### config.mk
export PLATFORM = sky130hd
export DESIGN_NAME = keypad_scan_debounce
export DESIGN_NICKNAME = d
export VERILOG_FILES = /design/src/rtl/core/kpd_pkg.sv /design/src/rtl/core/keypad_scan_debounce.sv /design/src/rtl/core/kpd_step.sv
export VERILOG_INCLUDE_DIRS = /design/src /design/src/rtl/core
export SDC_FILE = /design/constraint.sdc
export NUM_CORES = 1
export LEC_CHECK = 0
export BUFFER_PORTS_ARGS = -buffer_cell sky130_fd_sc_hd__buf_2
export CAP_MARGIN = 20
export CELL_PAD_IN_SITES_DETAIL_PLACEMENT = 0
export CELL_PAD_IN_SITES_GLOBAL_PLACEMENT = 1
export CORE_MARGIN = 5
export CORE_UTILIZATION = 35
export DETAILED_ROUTE_END_ITERATION = 8
export HOLD_SLACK_MARGIN = 0.1
export MAX_ROUTING_LAYER = met4
export PLACE_DENSITY = 0.67
export SLEW_MARGIN = 40
export SYNTH_ARGS = -nofsm -noshare
export SYNTH_HDL_FRONTEND = slang
export SYNTH_HIERARCHICAL = 1
export SYNTH_SLANG_ARGS = --single-unit
### constraint.sdc
create_clock -name clock -period 5.3 [get_ports clock]
set_clock_uncertainty 0.1 [all_clocks]
set_input_delay 0.53 -clock clock [delete_from_list [all_inputs] [get_ports clock]]
set_output_delay 0.53 -clock clock [all_outputs]
set_load 0.02 [all_outputs]
### src/rtl/core/keypad_scan_debounce_macros.svh
// Assertion macros for the keypad scanner.
// Used by keypad_scan_debounce.sv; no other dependencies.
`ifndef KEYPAD_SCAN_DEBOUNCE_MACROS_SVH
`define KEYPAD_SCAN_DEBOUNCE_MACROS_SVH

// Same-cycle implication, disabled during reset.
`define KPD_ASSERT_IMP(label, clk, rst, ante, cons, msg) \
   label: assert property (@(posedge clk) disable iff (rst) (ante) |-> (cons)) \
      else $error(msg);

// Next-cycle implication, disabled during reset.
`define KPD_ASSERT_NXT(label, clk, rst, ante, cons, msg) \
   label: assert property (@(posedge clk) disable iff (rst) (ante) |=> (cons)) \
      else $error(msg);

`endif

### src/rtl/core/kpd_pkg.sv
// Shared types, constants and key decode for the keypad scanner.
// No dependencies; imported by kpd_step and keypad_scan_debounce.
package kpd_pkg;

   localparam int COLUMN_COUNT = 3;
   localparam int COL_BITS     = 2;
   localparam int ROW_COUNT    = 4;
   localparam int HISTORY_LEN  = 8;
   localparam int WAIT_BITS    = 16;
   localparam int CFG_BITS     = 16;
   localparam int CHAR_BITS    = 8;

   localparam logic [CFG_BITS-1:0]    SETTLE_RESET   = CFG_BITS'(4);
   localparam logic [CFG_BITS-1:0]    DEBOUNCE_RESET = CFG_BITS'(1000);
   localparam logic [HISTORY_LEN-1:0] HIST_START     = HISTORY_LEN'(1);
   localparam logic [HISTORY_LEN-1:0] HIST_PRESSED   = {HISTORY_LEN{1'b1}};
   localparam logic [HISTORY_LEN-1:0] HIST_RELEASED  = '0;
   localparam logic [WAIT_BITS-1:0]   WAIT_MAX       = {WAIT_BITS{1'b1}};
   localparam logic [COLUMN_COUNT-1:0] DRIVE_ALL     = {COLUMN_COUNT{1'b1}};

   localparam logic [CHAR_BITS-1:0] CHAR_ZERO = 8'h30;
   localparam logic [CHAR_BITS-1:0] CHAR_STAR = 8'h2A;
   localparam logic [CHAR_BITS-1:0] CHAR_HASH = 8'h23;

   localparam logic [COL_BITS-1:0] COL_STAR = COL_BITS'(0);
   localparam logic [COL_BITS-1:0] COL_HASH = COL_BITS'(2);

   // Register indexes on the csr port.
   typedef enum logic {
      CSR_SETTLE   = 1'b0,
      CSR_DEBOUNCE = 1'b1
   } kpd_csr_type;

   typedef enum logic [1:0] {
      PH_DETECT_SETTLE   = 2'd0,
      PH_DETECT_DEBOUNCE = 2'd1,
      PH_SCAN            = 2'd2
   } kpd_phase_type;

   typedef struct packed {
      kpd_phase_type          phase;
      logic [HISTORY_LEN-1:0] history;
      logic [COL_BITS-1:0]    column;
      logic [WAIT_BITS-1:0]   wait_count;
   } kpd_state_type;

   localparam kpd_state_type STATE_RESTART = '{
      phase:      PH_DETECT_SETTLE,
      history:    HIST_START,
      column:     '0,
      wait_count: '0
   };

   // ASCII for the key at (rows, col); multiple rows give '0'.
   function automatic logic [CHAR_BITS-1:0] decode_key(
      input logic [ROW_COUNT-1:0] rows,
      input logic [COL_BITS-1:0]  col
   );
      logic [CHAR_BITS-1:0] col_ext;
      logic [CHAR_BITS-1:0] ch;
      col_ext = CHAR_BITS'(col);
      case (rows)
         4'b0001: ch = CHAR_ZERO + col_ext + CHAR_BITS'(1);
         4'b0010: ch = CHAR_ZERO + col_ext + CHAR_BITS'(4);
         4'b0100: ch = CHAR_ZERO + col_ext + CHAR_BITS'(7);
         4'b1000: begin
            if (col == COL_STAR)      ch = CHAR_STAR;
            else if (col == COL_HASH) ch = CHAR_HASH;
            else                      ch = CHAR_ZERO;
         end
         default: ch = CHAR_ZERO;
      endcase
      return ch;
   endfunction

endpackage

### src/rtl/core/keypad_scan_debounce.sv
// Top level of the 4x3 keypad scanner: state, config and result registers.
// Depends on kpd_pkg, kpd_step and keypad_scan_debounce_macros.svh.
// An accepted item's result reaches the rsp side in the next cycle.
// Throughput: one item per cycle unless rsp stalls a pending result; the tick
// logic sits between the state registers and a single result register that refills as it drains.
// Reset (synchronous, active high): settle 4, debounce 1000, detect settle,
// history 0x01, column 0, wait 0, result register empty.
`include "keypad_scan_debounce_macros.svh"

module keypad_scan_debounce
   import kpd_pkg::*;
(
   input  logic                    clock,
   input  logic                    reset,
   // input items: one tick of row levels
   input  logic                    req_valid,
   output logic                    req_stall,
   input  logic [ROW_COUNT-1:0]    req_row_levels,
   // result items: column drive and decoded key
   output logic                    rsp_valid,
   input  logic                    rsp_stall,
   output logic [COLUMN_COUNT-1:0] rsp_column_drive,
   output logic                    rsp_key_valid,
   output logic [CHAR_BITS-1:0]    rsp_key_char,
   // configuration writes
   input  logic                    csr_write_en,
   input  logic                    csr_index,
   input  logic [CFG_BITS-1:0]     csr_wdata
);

   kpd_state_type          state_ff, state_in;
   logic [CFG_BITS-1:0]    settle_ff, debounce_ff;
   logic                   rsp_valid_ff, rsp_valid_in;
   logic [COLUMN_COUNT-1:0] drive_ff, drive_in;
   logic                   key_valid_ff, key_valid_in;
   logic [CHAR_BITS-1:0]   key_char_ff, key_char_in;
   logic                   req_accept;
   logic                   rsp_accept;

   // The result register takes a new item whenever it is empty or being
   // drained this cycle, so the input side only stalls when the result
   // side stalls with a result pending.
   assign req_stall  = rsp_valid_ff & rsp_stall;
   assign req_accept = req_valid & ~req_stall;
   assign rsp_accept = rsp_valid_ff & ~rsp_stall;

   // Config registers; the user must write them only while idle, the block does not enforce it.
   always_ff @(posedge clock) begin
      if (reset) begin
         settle_ff   <= SETTLE_RESET;
         debounce_ff <= DEBOUNCE_RESET;
      end else if (csr_write_en) begin
         case (kpd_csr_type'(csr_index))
            CSR_SETTLE:   settle_ff   <= csr_wdata;
            CSR_DEBOUNCE: debounce_ff <= csr_wdata;
            default:      settle_ff   <= settle_ff;
         endcase
      end
   end

   // All per-tick work: wait counter, history shift, column walk, decode.
   kpd_step u_step (
      .state          (state_ff),
      .settle_ticks   (settle_ff),
      .debounce_ticks (debounce_ff),
      .row_levels     (req_row_levels),
      .state_next     (state_in),
      .column_drive   (drive_in),
      .key_valid      (key_valid_in),
      .key_char       (key_char_in)
   );

   // Scanner state advances once per accepted item.
   always_ff @(posedge clock) begin
      if (reset) begin
         state_ff <= STATE_RESTART;
      end else if (req_accept) begin
         state_ff <= state_in;
      end
   end

   // Result register: loads on accept, empties when taken.
   always_comb begin
      rsp_valid_in = rsp_valid_ff;
      if (req_accept)      rsp_valid_in = 1'b1;
      else if (rsp_accept) rsp_valid_in = 1'b0;
   end

   always_ff @(posedge clock) begin
      if (reset) begin
         rsp_valid_ff <= 1'b0;
      end else begin
         rsp_valid_ff <= rsp_valid_in;
      end
   end

   always_ff @(posedge clock) begin
      if (req_accept) begin
         drive_ff     <= drive_in;
         key_valid_ff <= key_valid_in;
         key_char_ff  <= key_char_in;
      end
   end

   assign rsp_valid        = rsp_valid_ff;
   assign rsp_column_drive = drive_ff;
   assign rsp_key_valid    = key_valid_ff;
   assign rsp_key_char     = key_char_ff;

   // A reported key always comes from exactly one driven column.
   `KPD_ASSERT_IMP(a_key_onehot_drive, clock, reset,
      rsp_valid_ff && key_valid_ff, $onehot(drive_ff),
      "key reported without a single driven column")
   // No key means a zero character.
   `KPD_ASSERT_IMP(a_no_key_zero_char, clock, reset,
      rsp_valid_ff && !key_valid_ff, key_char_ff == '0,
      "character set without a key")
   // Every accepted item leaves a result behind.
   `KPD_ASSERT_NXT(a_accept_fills, clock, reset,
      req_accept, rsp_valid_ff,
      "accepted item produced no result")
   // After a key is reported detection starts over.
   `KPD_ASSERT_NXT(a_key_restarts, clock, reset,
      req_accept && key_valid_in,
      state_ff.phase == PH_DETECT_SETTLE && state_ff.history == HIST_START,
      "detection not restarted after key")

endmodule

### src/rtl/core/kpd_step.sv
// One tick of the scanner: next state and outputs from state and rows.
// Depends on kpd_pkg.
module kpd_step
   import kpd_pkg::*;
(
   input  kpd_state_type          state,
   input  logic [CFG_BITS-1:0]    settle_ticks,
   input  logic [CFG_BITS-1:0]    debounce_ticks,
   input  logic [ROW_COUNT-1:0]   row_levels,
   output kpd_state_type          state_next,
   output logic [COLUMN_COUNT-1:0] column_drive,
   output logic                   key_valid,
   output logic [CHAR_BITS-1:0]   key_char
);

   logic [CFG_BITS-1:0]    limit;
   logic                   wait_done;
   logic [WAIT_BITS-1:0]   wait_next;
   logic                   any_row;
   logic [HISTORY_LEN-1:0] hist_shift;

   // Saturating wait: ends when the count reaches the limit or its maximum.
   assign limit     = (state.phase == PH_DETECT_DEBOUNCE) ? debounce_ticks : settle_ticks;
   assign wait_done = (state.wait_count >= limit) || (state.wait_count == WAIT_MAX);
   assign wait_next = wait_done ? '0 : state.wait_count + WAIT_BITS'(1);
   assign any_row   = |row_levels;
   assign hist_shift = {state.history[HISTORY_LEN-2:0], any_row};

   always_comb begin
      state_next   = state;
      column_drive = '0;
      key_valid    = 1'b0;
      key_char     = '0;
      case (state.phase)
         PH_SCAN: begin
            if (state.column >= COL_BITS'(COLUMN_COUNT)) begin
               state_next = STATE_RESTART;
            end else begin
               column_drive          = COLUMN_COUNT'(1) << state.column;
               state_next.wait_count = wait_next;
               if (wait_done) begin
                  if (any_row) begin
                     key_valid  = 1'b1;
                     key_char   = decode_key(row_levels, state.column);
                     state_next = STATE_RESTART;
                  end else if (state.column == COL_BITS'(COLUMN_COUNT - 1)) begin
                     state_next = STATE_RESTART;
                  end else begin
                     state_next.column = state.column + COL_BITS'(1);
                  end
               end
            end
         end
         PH_DETECT_DEBOUNCE: begin
            column_drive          = DRIVE_ALL;
            state_next.wait_count = wait_next;
            if (wait_done) begin
               if (hist_shift == HIST_PRESSED) begin
                  state_next.phase      = PH_SCAN;
                  state_next.column     = '0;
                  state_next.wait_count = '0;
                  state_next.history    = HIST_START;
               end else if (hist_shift == HIST_RELEASED) begin
                  state_next = STATE_RESTART;
               end else begin
                  state_next.history = hist_shift;
               end
            end
         end
         default: begin
            // detect settle; the unused code behaves the same
            column_drive          = DRIVE_ALL;
            state_next.phase      = PH_DETECT_SETTLE;
            state_next.wait_count = wait_next;
            if (wait_done) begin
               state_next.phase   = PH_DETECT_DEBOUNCE;
               state_next.history = HIST_START;
            end
         end
      endcase
   end

endmodule
* Word-level counts from Yosys, hierarchy flattened
Index checks and enable logic that the tools add are counted.
** Word-level totals
- Flip-flop bits (word level) :: 72
- Output and inout bits :: 14
- Word-level logic and storage cells :: 80
** Operators by class
- Add/subtract/negate cells :: 6
- $lt $le $gt $ge :: 2
- Equal/unequal tests :: 13
- Shifts and indexed selects :: 1
- Multiplexer cells :: 24
- Bitwise operators :: 9
- Reductions and logical operators :: 15
** Operators with widths (number)
- two-way mux 28 bit :: 5
- two-way mux 16 bit :: 3
- case mux 16 bit (2 select lines) :: 1
- case mux 8 bit (4 select lines) :: 1
- case mux 10 bit (2 select lines) :: 1
- two-way mux 18 bit :: 1
- adder 16 x 1 -> 16 bit (second input constant) :: 1
- adder 8 x 3 -> 8 bit (second input constant) :: 2
- equality test 16 bit (second input constant) :: 1
- greater-or-equal comparator 16 bit :: 1
- two-way mux 8 bit :: 2
- AND reduction 5 bit :: 3
- two-way mux 10 bit :: 1
- two-way mux 9 bit :: 1
- adder 8 x 1 -> 8 bit (second input constant) :: 1
- equality test 8 bit (second input constant) :: 1
- logical NOT 8 bit :: 1
- nonzero test 2 bit :: 4
- OR reduction 4 bit :: 2
- adder 6 x 2 -> 7 bit (first input constant) :: 1
- NOT 1 bit :: 6
- two-way mux 5 bit :: 1
- equality test 2 bit (second input constant) :: 2
- equality test 4 x 1 -> 1 bit (second input constant) :: 1
- 20 further kinds :: 26

* Longest topological paths before layout
- Word-level depth :: 10
- Depth in mapped cells :: 15
- Depth with buffers taken out :: 12

* Hierarchy
The synthesis kept the hierarchy.
** By module, submodules not included
- keypad_scan_debounce :: instances 1, cells each 282, area each 2605.0 sq um, seq. area each 1581.5 sq um
- kpd_step :: instances 1, cells each 222, area each 1624.1 sq um, seq. area each 0.0 sq um

* Least setup slack after synthesis
Ideal clock, no wire load.
- Kind :: reg-to-reg
- Start point :: register state_ff[26] (netlist bit)
- End point :: register state_ff[19] (netlist bit)
- Arrival :: 3.248 ns
- Path slack :: 1.811 ns
- Cell stages (with the launch flop) :: 15
- Path through :: dfxtp_1 > ha_1 > clkbuf_1 > clkbuf_1 > mux2i_1 > ha_1 > nand4_2 > o21bai_1 > a221oi_4 > nand4_4 > and3_1 > clkbuf_2 > a22o_1 > nand2_1 > a21oi_1
** RTL lines
- from (decl) :: RTL line keypad_scan_debounce.sv:31 : kpd_state_type state_ff, state_in;
- from (signal assigned) :: RTL line keypad_scan_debounce.sv:78 : state_ff <= state_in;

==> out/results.ini <==
[outcome]
status = finished clean

[critical_path]
cp-end-kind = flip-flop
worstPathArrival_ns = 3.74
cp_data_required_time_ns = 5.46
worst-setup-path-type = reg -> reg
cpPeakStageDelay_ns = 0.57
slowest_stage = ha_2
worstPathCellList = ha_2 > mux2_2 > ha_1 > nand2b_1 > a2111oi_0 > nand3b_2 > nand4_4 > a211oi_1 > a221o_1 > nand2_1 > a21oi_1
rr_startpoint = state_ff[26]$_SDFFE_PP0P_
worst_r2r_endpoint = state_ff[26]$_SDFFE_PP0P_
worst-path-max-fanout = 19
r2r_cells = 11
critPathLaunchType = flip-flop
r2r_setup_slack_ns = 1.72

[sta]
fin_setup_tns_ns = 0
relSlewSlack = 0.527
rsz0062_at_grt = no
setup_viol = 0
finalCriticalPeriod_ns = 3.58
max_clock_freq_mhz = 279
finalCritPeriodShare = 0.676
finalMaxSlewViolations = 0
hold_viol = 0
worstMarginPinSlew_ns = 0.709

[floorplanning]
io_pins = 40
initial_utilization = 0.353
num_rows = 40
die_width_um = 119
die_y_um = 119
die_area_um2 = 14300
core_area_um2 = 11900

[cts]
clkTransAtPathRegs_ns = 0.06
cts_root_buffer = clkbuf_16
cts_hold_buf = 0
clockBufferDepth = 2
cts_tree = yes
worstSkewPairLatency_ns = 0.33
cts_max_level = 3
cts_resized = 0
cts_buffers = 9
cts_setup_buffers = 0
clkSinkCount = 72

[place]
portBuffers = 39
dpl.hpwl_um = 6320
post_dp_cell_area_um2 = 4400
place.gp.congestion = 0.794
dp_cells = 658

[grt]
grtUsageTotal = 0.137
antenna_found_initial = 0
grt_pass1_wl_um = 15300
grt_pass1_vias = 3122
grt_max_degree = 62
globalRouteOverflowTotal = 0

[route]
vias = 3367
drc = 0
postRouteWirelength_um = 9070
dr.pass1.iters = 5
viasPerCell = 5.00
drt_iter0_drc = 108
antenna_left = 0
wl_per_cell_um = 13.5

[synth]
synth_area_um2 = 4190
synth_cells = 499
avgSynthCellArea_um2 = 8.39
yosysWarnings = 6

[cells_and_area]
nFillCells = 1195
final_area_um2 = 4730
drive_gt1_frac = 0.178
syn_to_final_growth_pct = 13.0
diodes = 0
final_nets = 574
instances_no_fill = 674

[flow_run]
cap_violations = 0

[power]
vdd_ir_drop_max_mv = 0.211
p_leak_nw = 1.75
power.density_nw_per_um2 = 290

[worst_hold_path]
hold_path_class = in -> reg
min_path_cells = 3
whs_endpoint = rsp_valid$_SDFFE_PP0P_
hold_start = req_valid

power breakdown:
part | switching, W | internal [W] | total [W]
Clock | 0.000224 | 0.000439 | 0.000662
Combinational | 0.0000819 | 0.0000439 | 0.000126
Sequential | 0.00000938 | 0.000574 | 0.000584
Total | 0.000315 | 0.00106 | 0.00137
layer usage:
| metal | up-vias | part of all wire | GRT usage |
|---|---|---|---|
| met3 | 9 | 0.043 | 0.0380 |
| met1 | 1528 | 0.47 | 0.170 |
| met2 | 61 | 0.47 | 0.215 |
| met5 | - | 0 | - |
| li1 | 1769 | - | - |
| met4 | 0 | 0.012 | 0.0487 |
critical path: cells and delay by family, from the launching register on:
family | cells | cell delay (ns)
muxes | 1 | 0.40
AOI/OAI and AO/OA | 4 | 1.14
adders and majority gates | 2 | 0.83
and+or+nand+nor | 4 | 0.65
DFF | 1 | 0.39
cells in the final DEF, fill, tap and decap left out, types with 11 or more instances in the layout:
cell / n
nand2_1: 119
dfxtp_1: 60
a21oi_1: 55
buf_2: 39
nor2_1: 36
ha_1: 25
mux2i_1: 17
nand2b_1: 15
edfxtp_1: 12
a21oi_2: 11
area by class of cell:
type | count | area (um^2) | area share
repair buffers | 41 | 210 | 0.0444
inverters | 8 | 31.3 | 0.00661
clock inverters | 5 | 77.6 | 0.0164
clock buffers | 11 | 254 | 0.0537
flip-flops and latches | 72 | 1560 | 0.330
multi-input cells | 390 | 2410 | 0.510
well taps | 147 | 184 | 0.0389
per-stage QoR:
step	utilization	power, W	setup slack (ns)	hold slack (ns)
final	0.399	0.00137	1.72	0.310
after global routing	0.399	0.00143	1.29	0.309
after CTS	0.399	0.00140	1.69	0.299
after floorplan	-	0.000693	1.82	0.333
after detailed placement	0.371	0.000723	1.73	0.347
after global placement	0.371	0.000722	1.53	0.342
worst max-delay path by stage:
| stage | depth (start not counted) | slack (ns) | startpoint | end |
|---|---|---|---|---|
| floorplan | 14 | 1.82 | state_ff[26]$_SDFFE_PP0P_ | state_ff[19]$_SDFFE_PP0P_ |
| global placement | 11 | 1.53 | state_ff[26]$_SDFFE_PP0P_ | state_ff[23]$_SDFFE_PP0P_ |
| detailed placement | 11 | 1.73 | state_ff[26]$_SDFFE_PP0P_ | state_ff[26]$_SDFFE_PP0P_ |
| CTS | 11 | 1.69 | state_ff[26]$_SDFFE_PP0P_ | state_ff[26]$_SDFFE_PP0P_ |
| global route | 11 | 1.29 | state_ff[26]$_SDFFE_PP0P_ | state_ff[26]$_SDFFE_PP0P_ |
| finish | 11 | 1.72 | state_ff[26]$_SDFFE_PP0P_ | state_ff[26]$_SDFFE_PP0P_ |
sequential cells by signal, indices dropped and copies added (netlist names):
register and cells:
state_ff 27, settle_ff 16, rsp_key_valid 1, rsp_key_char 8, rsp_valid 1, rsp_column_drive 3
debounce_ff 16
(Power assumes the default switching activity.)
